**src/hw/rtl/htm_pkg.sv**
```systemverilog
package htm_pkg;

    localparam int TEMP_W      = 24;
    localparam int GAIN_W      = 24;
    localparam int DT_W        = 22;
    localparam int DUTY_W      = 17;
    localparam int EXTRA_W     = 18;
    localparam int RATE_W      = 26;
    localparam int MUL_W       = 32;
    localparam int PROD_W      = 64;
    localparam int NODE_SUM_W  = 40;
    localparam int DIV_W       = 52;
    localparam int DVS_W       = 26;
    localparam int CNT_W       = 6;
    localparam int CFG_IDX_W   = 3;
    localparam int NUM_REGS    = 8;
    localparam int IN_TDATA_W  = 112;
    localparam int OUT_TDATA_W = 104;

    localparam logic signed [TEMP_W-1:0] NODE_MIN = -24'sd2621440;
    localparam logic signed [TEMP_W-1:0] NODE_MAX = 24'sd7864320;
    localparam logic signed [TEMP_W-1:0] S24_MIN  = -24'sd8388608;
    localparam logic signed [TEMP_W-1:0] S24_MAX  = 24'sd8388607;
    localparam logic signed [RATE_W-1:0] RATE_LIM = 26'sd20971520;

    typedef enum logic [CFG_IDX_W-1:0] {
        REG_AIR_WALL  = 3'd0,
        REG_CORE_AIR  = 3'd1,
        REG_FIRE      = 3'd2,
        REG_WALL_OUT  = 3'd3,
        REG_OAT_LO    = 3'd4,
        REG_OAT_HI    = 3'd5,
        REG_SUPPLY_LO = 3'd6,
        REG_SUPPLY_HI = 3'd7
    } t_reg;

    typedef enum logic [4:0] {
        OP_NONE, OP_MUL_CURVE, OP_DIV_CURVE, OP_TB,
        OP_RS1, OP_RS2, OP_RS3, OP_DIV_WALL, OP_WALL,
        OP_RS4, OP_RS5, OP_RS6, OP_DIV_CORE, OP_CORE,
        OP_D1, OP_D2, OP_D3, OP_D4, OP_D5, OP_D6, OP_D7, OP_D8,
        OP_D9, OP_D10, OP_D11, OP_D12, OP_D13, OP_D14, OP_D15
    } t_op;

    typedef enum logic [4:0] {
        S_IDLE, S_CMUL, S_CDIV, S_CWAIT, S_TB,
        S_R1, S_R2, S_R3, S_WDIV, S_WWAIT, S_WALL,
        S_R4, S_R5, S_R6, S_KDIV, S_KWAIT, S_CORE,
        S_D1, S_D2, S_D3, S_D4, S_D5, S_D6, S_D7,
        S_D8, S_D9, S_D10, S_D11, S_D12, S_D13, S_D14, S_OUT
    } t_state;

    typedef struct packed {
        t_op  op;
        logic load;
    } t_cmd;

    typedef struct packed {
        logic restart;
        logic div_done;
        logic out_free;
    } t_sts;

    function automatic logic signed [PROD_W-1:0] rnd_sh24(input logic signed [PROD_W-1:0] v);
        return (v + 64'sd8388608) >>> 24;
    endfunction

    function automatic logic signed [PROD_W-1:0] rnd_sh16(input logic signed [PROD_W-1:0] v);
        return (v + 64'sd32768) >>> 16;
    endfunction

    function automatic logic signed [TEMP_W-1:0] clamp_node(
        input logic signed [NODE_SUM_W-1:0] v);
        if (v < NODE_SUM_W'(NODE_MIN)) begin
            return NODE_MIN;
        end else if (v > NODE_SUM_W'(NODE_MAX)) begin
            return NODE_MAX;
        end
        return TEMP_W'(v);
    endfunction

endpackage

```
**src/hw/rtl/htm_ctrl.sv**
```systemverilog
module htm_ctrl
    import htm_pkg::*;
(
    input  logic i_clk,
    input  logic i_rst_n,
    input  logic i_s_valid,
    output logic o_s_ready,
    input  t_sts i_sts,
    output t_cmd o_cmd
);

    t_state r_state, n_state;

    always_ff @(posedge i_clk) begin
        if (!i_rst_n) begin
            r_state <= S_IDLE;
        end else begin
            r_state <= n_state;
        end
    end

    always_comb begin
        n_state = r_state;
        unique case (r_state)
            S_IDLE:  if (i_s_valid) n_state = S_CMUL;
            S_CMUL:  n_state = S_CDIV;
            S_CDIV:  n_state = S_CWAIT;
            S_CWAIT: if (i_sts.div_done) n_state = S_TB;
            S_TB:    n_state = i_sts.restart ? S_R1 : S_D1;
            S_R1:    n_state = S_R2;
            S_R2:    n_state = S_R3;
            S_R3:    n_state = S_WDIV;
            S_WDIV:  n_state = S_WWAIT;
            S_WWAIT: if (i_sts.div_done) n_state = S_WALL;
            S_WALL:  n_state = S_R4;
            S_R4:    n_state = S_R5;
            S_R5:    n_state = S_R6;
            S_R6:    n_state = S_KDIV;
            S_KDIV:  n_state = S_KWAIT;
            S_KWAIT: if (i_sts.div_done) n_state = S_CORE;
            S_CORE:  n_state = S_D1;
            S_D1:    n_state = S_D2;
            S_D2:    n_state = S_D3;
            S_D3:    n_state = S_D4;
            S_D4:    n_state = S_D5;
            S_D5:    n_state = S_D6;
            S_D6:    n_state = S_D7;
            S_D7:    n_state = S_D8;
            S_D8:    n_state = S_D9;
            S_D9:    n_state = S_D10;
            S_D10:   n_state = S_D11;
            S_D11:   n_state = S_D12;
            S_D12:   n_state = S_D13;
            S_D13:   n_state = S_D14;
            S_D14:   n_state = S_OUT;
            S_OUT:   if (i_sts.out_free) n_state = S_IDLE;
            default: n_state = S_IDLE;
        endcase
    end

    always_comb begin
        o_s_ready  = 1'b0;
        o_cmd.load = 1'b0;
        o_cmd.op   = OP_NONE;
        unique case (r_state)
            S_IDLE: begin
                o_s_ready  = 1'b1;
                o_cmd.load = i_s_valid;
            end
            S_CMUL:  o_cmd.op = OP_MUL_CURVE;
            S_CDIV:  o_cmd.op = OP_DIV_CURVE;
            S_TB:    o_cmd.op = OP_TB;
            S_R1:    o_cmd.op = OP_RS1;
            S_R2:    o_cmd.op = OP_RS2;
            S_R3:    o_cmd.op = OP_RS3;
            S_WDIV:  o_cmd.op = OP_DIV_WALL;
            S_WALL:  o_cmd.op = OP_WALL;
            S_R4:    o_cmd.op = OP_RS4;
            S_R5:    o_cmd.op = OP_RS5;
            S_R6:    o_cmd.op = OP_RS6;
            S_KDIV:  o_cmd.op = OP_DIV_CORE;
            S_CORE:  o_cmd.op = OP_CORE;
            S_D1:    o_cmd.op = OP_D1;
            S_D2:    o_cmd.op = OP_D2;
            S_D3:    o_cmd.op = OP_D3;
            S_D4:    o_cmd.op = OP_D4;
            S_D5:    o_cmd.op = OP_D5;
            S_D6:    o_cmd.op = OP_D6;
            S_D7:    o_cmd.op = OP_D7;
            S_D8:    o_cmd.op = OP_D8;
            S_D9:    o_cmd.op = OP_D9;
            S_D10:   o_cmd.op = OP_D10;
            S_D11:   o_cmd.op = OP_D11;
            S_D12:   o_cmd.op = OP_D12;
            S_D13:   o_cmd.op = OP_D13;
            S_D14:   o_cmd.op = OP_D14;
            // last node write and result load wait for a free output register
            S_OUT:   o_cmd.op = i_sts.out_free ? OP_D15 : OP_NONE;
            default: o_cmd.op = OP_NONE;
        endcase
    end

endmodule

```
**config.mk**
```make
export PLATFORM = sky130hd
export DESIGN_NAME = htm_ctrl
export DESIGN_NICKNAME = d
export VERILOG_FILES = /design/src/hw/rtl/htm_pkg.sv /design/src/hw/rtl/htm_ctrl.sv
export SDC_FILE = /design/constraint.sdc
export NUM_CORES = 1
export LEC_CHECK = 0
export BUFFER_PORTS_ARGS = -buffer_cell sky130_fd_sc_hd__buf_2
export CAP_MARGIN = 20
export CORE_AREA = 2 2 39 41
export CTS_BUF_LIST = sky130_fd_sc_hd__clkbuf_8
export DETAILED_ROUTE_END_ITERATION = 8
export DIE_AREA = 0 0 41 43
export PLACE_DENSITY = 0.69
export SKIP_CTS_REPAIR_TIMING = 1
export SKIP_LAST_GASP = 1
export SYNTH_ARGS = -nofsm -noshare
export SYNTH_HDL_FRONTEND = slang
export SYNTH_SLANG_ARGS = --single-unit
```
**constraint.sdc**
```tcl
create_clock -name i_clk -period 1.6 [get_ports i_clk]
set_input_delay 0.24 -clock i_clk [delete_from_list [all_inputs] [get_ports i_clk]]
set_output_delay 0.24 -clock i_clk [all_outputs]
set_load 0.1 [all_outputs]
```
# Yosys cells after proc, flatten, opt, wreduce, memory -nomap -nowiden
# Cells that the tools add are included.
[totals]
elab_cells = 50
regBits = 5
inputBits = 6
[op_classes]
mux = 11
eq_ne = 36
n_reduce_logical = 2
[op_table]
columns = ["operator", "count"]
rows = [
  ["$pmux 5 s32", 1],
  ["$pmux 5 s28", 1],
  ["$eq 5x5->1 const B", 16],
  ["$eq 5x4->1 const B", 8],
  ["$mux 5", 7],
  ["$eq 5x3->1 const B", 4],
  ["$eq 5x2->1 const B", 2],
  ["$ne 2x2->1 const B", 5],
  ["$eq 5x1->1 const B", 1],
  ["$logic_not 5->1", 1],
  ["$reduce_and 5->1", 1],
  ["$mux 1", 2],
]

# Longest topological paths before layout
# Gate-level depths: netlist of the first run.
[logic_depth]
ltp_word = 3
depth_mapped = 6

# Worst setup path after synthesis of the first run
# Ideal clock, no wire load.
[synth_path]
path_type = "register to output"
startpoint = "reg r_state[1]"
endpoint = "out o_cmd[2] (netlist bit)"
required_time_ns = 1.360
stages_incl_launch_ff = 5
arrival_time_ns = 3.076
setup_slack_ns = -1.716
cell_sequence = "dfxtp_1 > buf_6 > clkbuf_1 > xnor2_1 > a211oi_1"
[synth_rtl]
columns = ["element", "line", "rtl"]
rows = [
  ["from (decl)", "htm_ctrl.sv:12", "t_state r_state, n_state;"],
  ["from (signal assigned)", "htm_ctrl.sv:18", "r_state <= n_state;"],
  ["to (decl)", "htm_ctrl.sv:9", "output t_cmd o_cmd"],
]

==> impl_metrics.toml, run 1 <==
[status]
status = "complete, but fails checks"
violations = "negative setup slack"

[yosys]
synth_edf_count = 0
avgSynthCellArea_sq_um = 7.19
ys.flop_type = "dfxtp_1"
yosys.area_share.simple_pct = 29.1
syn-num-nets = 86
synth-adder-area-share_pct = 0
synth_compound_area_share_pct = 36.7
synth_area_leader_cell = "dfxtp_1"
netlist.area_leader.share_pct = 17.4
ys_ff_latch = 5
synth_xor_area_share_pct = 4.57
synth_cell_type_count = 36
synth_warnings = 0
syn_area_sq_um = 576
ys_seq_area_share_pct = 17.4
synth_async_sr_flop_share_pct = 0
synth_top_family_by_area = "compound AO/OA/AOI/OAI gates"
synth.mux.area_fraction_pct = 0
synthCells = 80
synth_area_leaders = "dfxtp_1, o21ai_0, a21oi_1"

[min_path]
worstHoldEndpoint = "r_state[0]"
worstHoldStart = "i_s_valid"
hold_class = "input port to flop"
holdPathStages = 3

[timing]
fmaxAchievable_mhz = 538
setup_violations = 9
skew_ns = 0.00575
layout_setup_ws_ns = -0.259
rsz0062_at_grt = "yes"
maxSlewHeadroom_pct = 71.7
maxSlewViolCount = 0
finalHoldViolCount = 0
fin_crit_ns = 1.86
tightest_slew_ns = 0.423
fin_crit_sh_pct = 116

[critical_path]
reg2reg_slack_ns = -0.02
rr_worst_depth = 6
max_stage_delay_ns = 0.39
critPathKind = "flop to output pin"
r2r_start = "r_state[1]"
critical_path_arrival_ns = 1.62
r2r_end = "r_state[4]"
path_common_cell = "buf_12"
worst_ep_required_time_ns = 1.36
crit_path_end_kind = "output pin"
cpMaxStageDelayCell = "dfxtp_2"
cp_max_fo = 11
crit_chain = "buf_12 -> xor2_1 -> o22ai_1 -> o21ai_1 -> o21ai_4 -> buf_12"
start_kind = "flop"

[global_route]
antenna_found_initial = 0
overflow = 0
grt_pass1_vias = 554
grt_max_degree = 22
grt_use_total_pct = 21.3
grt_pass1_wl_microns = 2600

[cells_and_area]
diodes = 0
fillers = 64
instances_no_fill = 128
final_layout_size_suffix_gt1_share_pct = 63.4
seqCellArea_sq_um = 114
regMostFlops = "r_state"
largest_registers = "r_state (5)"
final_common_cell = "buf_4"
area_delta_synth_final_pct = 106
layout_common_cells = "buf_4, buf_12, nand2_1"
largest_reg_flops = 5
final_net_count = 119
multi_input_area_sq_um = 564
post-route-util_pct = 85.5

[cts]
numCtsBuffers = 3
htreeDepth = 1
cts_tree = "done"
cts.sinks = 5
path_clk_slew_ns = 0.04
clk_latency_ns = 0.23
cts-root-buf = "clkbuf_8"
clockBufferDepth = 2

[floorplan]
initial_utilization_pct = 41.6
core_sq_um = 1380
row_count = 14
die_area_sq_um = 1760
pin_count = 13
die_h_microns = 43
die_w_microns = 41

[drt]
drt_iter0_markers = 33
remaining_drc_errors = 0
finalWirelength_microns = 2630
via_per_inst = 6.63
dr.pass1.iters = 4
wl_per_cell_microns = 20.6
ant_nets = 0
vias = 849

[placed_design]
io_buffers = 12
dp_hpwl_microns = 1190
gp_congestion = 0.809
place_inst = 113

[power_and_ir_drop]
ir_drop_mv = 0.886
power.density_nw_per_um2 = 840
power.leakage_nw = 0.450
power_mw = 0.994

[job]
drv_cap = 0
-- per-layer routing --
metal | track usage, % | wire [microns] | vias to the layer above
met4 | 8.00 | 108 | 0
met1 | 29.4 | 987 | 412
li1 | - | - | 363
met3 | 3.66 | 193 | 11
met2 | 31.9 | 1340 | 63
met5 | 0 | 0 | -
-- worst max-delay path: cells and delay by family, from the launching register on --
kind,cells,cell delay [ns]
AO/OA/AOI/OAI,3,0.45
XOR/XNOR,1,0.22
buffers and inverters,2,0.32
flip-flops,1,0.39
-- kinds of logic after synthesis --
family | count (synthesis)
buffers and inverters | 13
and+or+nand+nor | 28
AOI/OAI and AO/OA | 31
DFF | 5
xor gates and xnor gates | 3
-- final cells by class --
type | count | share of cell area [%]
multi-input cells | 62 | 47.7
repair buffers | 37 | 35.6
flip-flops and latches | 5 | 9.62
clock buffers | 3 | 3.49
well taps | 16 | 1.69
inverters | 4 | 1.59
clock inverters | 1 | 0.317
-- worst max-delay path by stage --
stage                    start         end  slack [ns]  cells after the start
floorplan           r_state[2]    o_cmd[2]       -0.30                      5
global placement    r_state[0]  r_state[2]       -0.02                      4
detailed placement  r_state[0]    o_cmd[1]       -0.05                      6
CTS                 r_state[0]    o_cmd[1]       -0.31                      6
global route        r_state[3]    o_cmd[1]       -0.34                      6
finish              r_state[3]    o_cmd[1]       -0.26                      6
-- cell usage after synthesis (all sizes together), types with 3 or more instances --
cell type	n
nand2	6
o21ai	11
nand2b	3
dfxtp	5
a211oi	4
and3	3
nor2	3
buf	7
a21oi	6
inv	3
-- power breakdown --
part	total [mW]	internal, mW	switching (mW)
sequential	0.153	0.135	0.0185
combinational	0.599	0.263	0.336
clock	0.242	0.166	0.0761
total	0.994	0.564	0.431
-- stage by stage --
step / cell area (sq um) / hold WS, ns / setup WS, ns / TNS, ns
after global routing: 1180 / 0.327 / -0.341 / -1.41
after floorplan: 688 / 0.343 / -0.298 / -1.05
after global placement: 911 / 0.502 / -0.0231 / -0.0231
final: 1180 / 0.323 / -0.259 / -0.970
after CTS: 956 / 0.273 / -0.307 / -1.58
after detailed placement: 911 / 0.503 / -0.0475 / -0.0957
Power figures use the tool's default switching activity.
==> run 2, diff against run 1 <==
--- a/config.mk
+++ b/config.mk
@@ -7,11 +7,12 @@
 export LEC_CHECK = 0
 export BUFFER_PORTS_ARGS = -buffer_cell sky130_fd_sc_hd__buf_2
 export CAP_MARGIN = 20
-export CORE_AREA = 2 2 39 41
+export CELL_PAD_IN_SITES_DETAIL_PLACEMENT = 1
+export CELL_PAD_IN_SITES_GLOBAL_PLACEMENT = 2
+export CORE_UTILIZATION = 30
 export CTS_BUF_LIST = sky130_fd_sc_hd__clkbuf_8
 export DETAILED_ROUTE_END_ITERATION = 8
-export DIE_AREA = 0 0 41 43
-export PLACE_DENSITY = 0.69
+export PLACE_DENSITY = 0.83
 export SKIP_CTS_REPAIR_TIMING = 1
 export SKIP_LAST_GASP = 1
 export SYNTH_ARGS = -nofsm -noshare
==> run 2 against run 1 <==
  * The run still ends with negative setup slack left
  * Critical endpoint unchanged
  * Largest cell class unchanged
  * Clock skew down 0.0015 ns
  * Die area grew 19%
  * First-iteration DRC count down 73%
  * Worst hold slack got worse by 0.018 ns
  * Core utilization decreased by 17 points
  * Maximum frequency is 4.8% higher
==> impl_metrics.toml, run 2 (synthesis gave the netlist of run 1 again) <==
[status]
status = "complete, but fails checks"
violations = "negative setup slack"

[timing]
setup_tns_ns = -0.835
tightest_slew_ns = 0.366
hold_slack_ns = 0.305
setup_violations = 9
fmaxAchievable_mhz = 564
fin_crit_sh_pct = 111
maxSlewViolCount = 0
fin_crit_ns = 1.77
rsz0062_at_grt = "yes"
skew_ns = 0.00426
maxSlewHeadroom_pct = 75.3
finalHoldViolCount = 0
layout_setup_ws_ns = -0.174

[cts]
cts.sinks = 5
clk_latency_ns = 0.22
cts-root-buf = "clkbuf_8"
cts_tree = "done"
path_clk_slew_ns = 0.04
clockBufferDepth = 2
htreeDepth = 1
numCtsBuffers = 3

[cells_and_area]
post-route-util_pct = 68.3
final_layout_size_suffix_gt1_share_pct = 66.1
layout_common_cells = "buf_4, buf_12, nand2_1"
final_net_count = 122
regMostFlops = "r_state"
diodes = 0
largest_registers = "r_state (5)"
instances_no_fill = 140
final_common_cell = "buf_4"
largest_reg_flops = 5
area_delta_synth_final_pct = 109

[drt]
vias = 804
via_per_inst = 5.74
ant_nets = 0
remaining_drc_errors = 0
finalWirelength_microns = 2760
drt_iter0_markers = 9
dr.pass1.iters = 4
wl_per_cell_microns = 19.7

[global_route]
grt_pass1_vias = 712
use_met3_pct = 3.57
overflow = 0
grt_use_total_pct = 21.1
grt_util_met2_pct = 36.6
grt_pass1_wl_microns = 3170
met1_usage_pct = 26.9
antenna_found_initial = 0
grt_max_degree = 22
grt.busiest_layer = "met2"

[critical_path]
crit_path_end_kind = "output pin"
critPathKind = "flop to output pin"
worst_ep_required_time_ns = 1.36
critical_path_arrival_ns = 1.53
start_kind = "flop"
cp_max_fo = 5

[power_and_ir_drop]
p_int_mw = 0.564
power_frac_seq_pct = 15.2
p_sw_mw = 0.428
clockPowerShare_pct = 23.6
switching_share_pct = 43.1
ir_drop_mv = 0.696
combPwrFrac_pct = 61.3
power.density_nw_per_um2 = 823
power.leakage_nw = 0.462

[placed_design]
place_inst = 124
io_buffers = 12
gp_congestion = 0.804
dp_hpwl_microns = 1430
dpl_worst_slack_ns = -0.121

[floorplan]
initial_utilization_pct = 32.6
die_w_microns = 45.8
row_count = 15
die_h_microns = 45.8
die_area_sq_um = 2100
pin_count = 13
core_sq_um = 1760

[min_path]
hold_class = "input port to flop"

[job]
drv_cap = 0
[run 2: layout make-up]
type | count | area [sq um]
clock buffers | 3 | 41.3
clock inverters | 1 | 3.75
fillers | 210 | 559
inverters | 4 | 18.8
multi-input cells | 62 | 576
flip-flops and latches | 5 | 114
well taps | 25 | 31.3
repair buffers | 40 | 420
[run 2: worst paths after layout]
kind              startpoint          to  slack [ns]  cells after the start
setup / recovery  r_state[4]    o_cmd[1]       -0.17                      6
hold / removal       i_rst_n  r_state[3]        0.30                      3
setup reg to reg  r_state[4]  r_state[4]       -0.01                      5
hold reg to reg   r_state[3]  r_state[3]        0.64                      2
[run 2: layer usage]
metal	part of all wire (%)	vias to the layer above
met5	0	-
met4	4.0	0
met3	3.8	12
met2	51	38
met1	41	386
li1	-	368
[run 2: critical path, stage by stage, from the launching register on]
cell and delay [ns]:
dfxtp_2 0.39, buf_4 0.17, nand2b_1 0.17, o22ai_1 0.12, o21ai_2 0.18, o21ai_4 0.09, buf_12 0.17
[run 2: power by group through the flow]
stage | sequential [mW] | clock, mW | combinational [mW]
final | 0.150 | 0.234 | 0.608
after global routing | 0.151 | 0.243 | 0.631
after CTS | 0.148 | 0.233 | 0.497
after detailed placement | 0.150 | 0 | 0.494
after global placement | 0.149 | 0 | 0.485
after floorplan | 0.141 | 0 | 0.348
[run 2: stage by stage]
step / power [mW] / area (sq um)
4_1_cts: 0.878 / 970
2_1_floorplan: 0.489 / 688
3_5_place_dp: 0.644 / 925
5_1_grt: 1.02 / 1200
6_report: 0.992 / 1200
3_3_place_gp: 0.634 / 925
==> run 3, diff against run 2 <==
--- a/config.mk
+++ b/config.mk
@@ -12,7 +12,7 @@
 export CORE_UTILIZATION = 30
 export CTS_BUF_LIST = sky130_fd_sc_hd__clkbuf_8
 export DETAILED_ROUTE_END_ITERATION = 8
-export PLACE_DENSITY = 0.83
+export PLACE_DENSITY = 0.88
 export SKIP_CTS_REPAIR_TIMING = 1
 export SKIP_LAST_GASP = 1
 export SYNTH_ARGS = -nofsm -noshare
==> run 3 against run 2 <==
  * The run now fails in 5_1_grt
  * Area after synthesis stayed put
  * Synthesized cell count stayed put
==> impl_metrics.toml, run 3 <==
[placed_design]
gp_congestion = 0.856
io_buffers = 12
dp_hpwl_microns = 1530
dpl_worst_slack_ns = -0.0717

[yosys]
synth_async_sr_flop_share_pct = 0
synth_common_cells = "o21ai_0, a21oi_1, nand2_1"
ys_ff_latch = 5
synth_most_common_cell = "o21ai_0"
synth_cell_type_count = 36
syn-num-nets = 86
synth_area_leader_cell = "dfxtp_1"
synth_warnings = 0
synth_area_leaders = "dfxtp_1, o21ai_0, a21oi_1"
syn_area_sq_um = 576
ys.flop_type = "dfxtp_1"
netlist.area_leader.share_pct = 17.4
avgSynthCellArea_sq_um = 7.19
synth_edf_count = 0
ys_seq_area_share_pct = 17.4
synthCells = 80

[floorplan]
pin_count = 13
row_count = 15
die_h_microns = 45.8
die_w_microns = 45.8
initial_utilization_pct = 32.6

[global_route]
grt_max_degree = 22
antenna_found_initial = 0

[status]
status = "aborted with a tool error"
tool.error = "[ERROR DPL-0033] detailed placement checks failed during check placement."
stop_stage = "5_1_grt"

[cts]
clockBufferDepth = 2
cts.sinks = 5
htreeDepth = 1
cts-root-buf = "clkbuf_8"
numCtsBuffers = 3

[timing]
worstEndpointGrtRepair = "o_cmd[0]"
endpoint_type = "primary output"
## run 3: cell counts after synthesis
No cell type changed its count.
## run 3: logic make-up after synthesis
group	synth area share [%]
AOI/OAI and AO/OA	36.7
xor gates and xnor gates	4.57
buffers and inverters	12.2
DFF	17.4
and+or+nand+nor	29.1
## run 3: metrics by stage
stage | instances | area, sq um
detailed placement | 123 | 930
floorplan | 80 | 688
global placement | 123 | 930
CTS | 127 | 975
==> run 4, diff against run 3 <==
--- a/config.mk
+++ b/config.mk
@@ -7,12 +7,10 @@
 export LEC_CHECK = 0
 export BUFFER_PORTS_ARGS = -buffer_cell sky130_fd_sc_hd__buf_2
 export CAP_MARGIN = 20
-export CELL_PAD_IN_SITES_DETAIL_PLACEMENT = 1
-export CELL_PAD_IN_SITES_GLOBAL_PLACEMENT = 2
-export CORE_UTILIZATION = 30
-export CTS_BUF_LIST = sky130_fd_sc_hd__clkbuf_8
+export CORE_AREA = 2 2 63 65
 export DETAILED_ROUTE_END_ITERATION = 8
-export PLACE_DENSITY = 0.88
+export DIE_AREA = 0 0 65 67
+export PLACE_DENSITY_LB_ADDON = 0.15
 export SKIP_CTS_REPAIR_TIMING = 1
 export SKIP_LAST_GASP = 1
 export SYNTH_ARGS = -nofsm -noshare
==> run 4 against run 3 <==
  * The flow now finishes, with violations (negative setup slack)
==> impl_metrics.toml, run 4 (synthesis gave the netlist of run 1 again) <==
[status]
status = "complete, but fails checks"
violations = "negative setup slack"

[critical_path]
crit_path_end_kind = "output pin"
worst_ep_required_time_ns = 1.36
max_stage_delay_ns = 0.36
cpMaxStageDelayCell = "dfxtp_4"
start_kind = "flop"
critPathTopFamily = "flip-flops"
critPathKind = "flop to output pin"
crit_chain = "and3_4 -> nand2b_4 -> a32oi_2 -> o211a_4 -> buf_12"
critical_path_arrival_ns = 1.43
reg2reg_slack_ns = -0.05
critPathBufInv = 1
cp_max_fo = 6

[power_and_ir_drop]
power_mw = 0.971
power.density_nw_per_um2 = 762
power.leakage_nw = 0.472
ir_drop_mv = 0.336

[cts]
cts.sinks = 5
clockBufferDepth = 2
clk_latency_ns = 0.22
numCtsBuffers = 3
cts_tree = "done"
htreeDepth = 1
cts-root-buf = "clkbuf_8"
path_clk_slew_ns = 0.04

[timing]
fin_crit_ns = 1.67
layout_setup_ws_ns = -0.0663
tightest_slew_ns = 0.338
fmaxAchievable_mhz = 600
rsz0062_at_grt = "yes"
fin_crit_sh_pct = 104
finalHoldViolCount = 0
maxSlewViolCount = 0
skew_ns = 0.00255
hold_slack_ns = 0.291
setup_violations = 7
maxSlewHeadroom_pct = 77.2
setup_tns_ns = -0.294

[drt]
remaining_drc_errors = 0
via_per_inst = 4.48
finalWirelength_microns = 2090
drt_iter0_markers = 4
vias = 740
wl_per_cell_microns = 12.7
dr.pass1.iters = 4
ant_nets = 0

[floorplan]
initial_utilization_pct = 16.0
pin_count = 13
die_h_microns = 67
row_count = 22
die_w_microns = 65
core_sq_um = 3610
die_area_sq_um = 4360

[global_route]
grt_max_degree = 12
grt_pass1_wl_microns = 2890
antenna_found_initial = 0
use_met3_pct = 2.70
grt.busiest_layer = "met2"
overflow = 0
grt_use_total_pct = 8.73
grt_util_met2_pct = 14.3
grt_pass1_vias = 643
met1_usage_pct = 11.0

[cells_and_area]
final_common_cell = "buf_4"
final_net_count = 124
largest_registers = "r_state (5)"
area_delta_synth_final_pct = 122
layout_common_cells = "buf_4, buf_12, nand2_1, buf_6, buf_2"
largest_reg_flops = 5
regMostFlops = "r_state"
diodes = 0
final_layout_size_suffix_gt1_share_pct = 68.4

[placed_design]
dp_hpwl_microns = 1350
gp_congestion = 0.781
io_buffers = 12

[min_path]
hold_class = "input port to flop"

[job]
drv_cap = 0
-- run 4: final cells by class --
cell class | count | area [sq um]
clock buffer | 4 | 45.0
fill | 365 | 2330
inverter | 4 | 18.8
multi-input combinational | 62 | 617
sequential | 5 | 116
tap | 48 | 60.1
timing repair buffer | 42 | 418
-- run 4: path summary, 6_finish.rpt --
| check | start | cells after the start | end |
|---|---|---|---|
| setup / recovery | r_state[2] | 5 | o_cmd[4] |
| hold reg to reg | r_state[3] | 2 | r_state[2] |
| hold / removal | i_s_valid | 3 | r_state[0] |
| setup reg to reg | r_state[2] | 5 | r_state[2] |
-- run 4: metrics by stage --
step,cells,instance area (sq um),utilization (%),setup slack [ns]
global placement,147,941,26.1,-0.0674
finish,165,1270,35.4,-0.0663
global route,165,1270,35.4,-0.121
CTS,151,986,27.3,-0.256
floorplan,80,688,-,-0.298
detailed placement,147,941,26.1,-0.0235
-- run 4: where the power goes --
group / leakage, nW / switching [mW] / internal (mW)
combinational: 0.405 / 0.326 / 0.262
clock: 0.0228 / 0.0590 / 0.171
sequential: 0.0441 / 0.0204 / 0.133
total: 0.472 / 0.405 / 0.566
-- run 4: worst reg2reg max path, delay by kind of cell, from the launching register on --
family,cells,cell delay [ns]
AND/OR/NAND/NOR,2,0.65
AO/OA/AOI/OAI,2,0.38
flip-flops,1,0.36
buffers and inverters,1,0.15
-- run 4: metal layers --
metal | routed length, microns | vias to the layer above
met5 | 0 | -
met4 | 9 | 0
met3 | 70 | 2
met2 | 1090 | 12
met1 | 929 | 359
li1 | - | 367
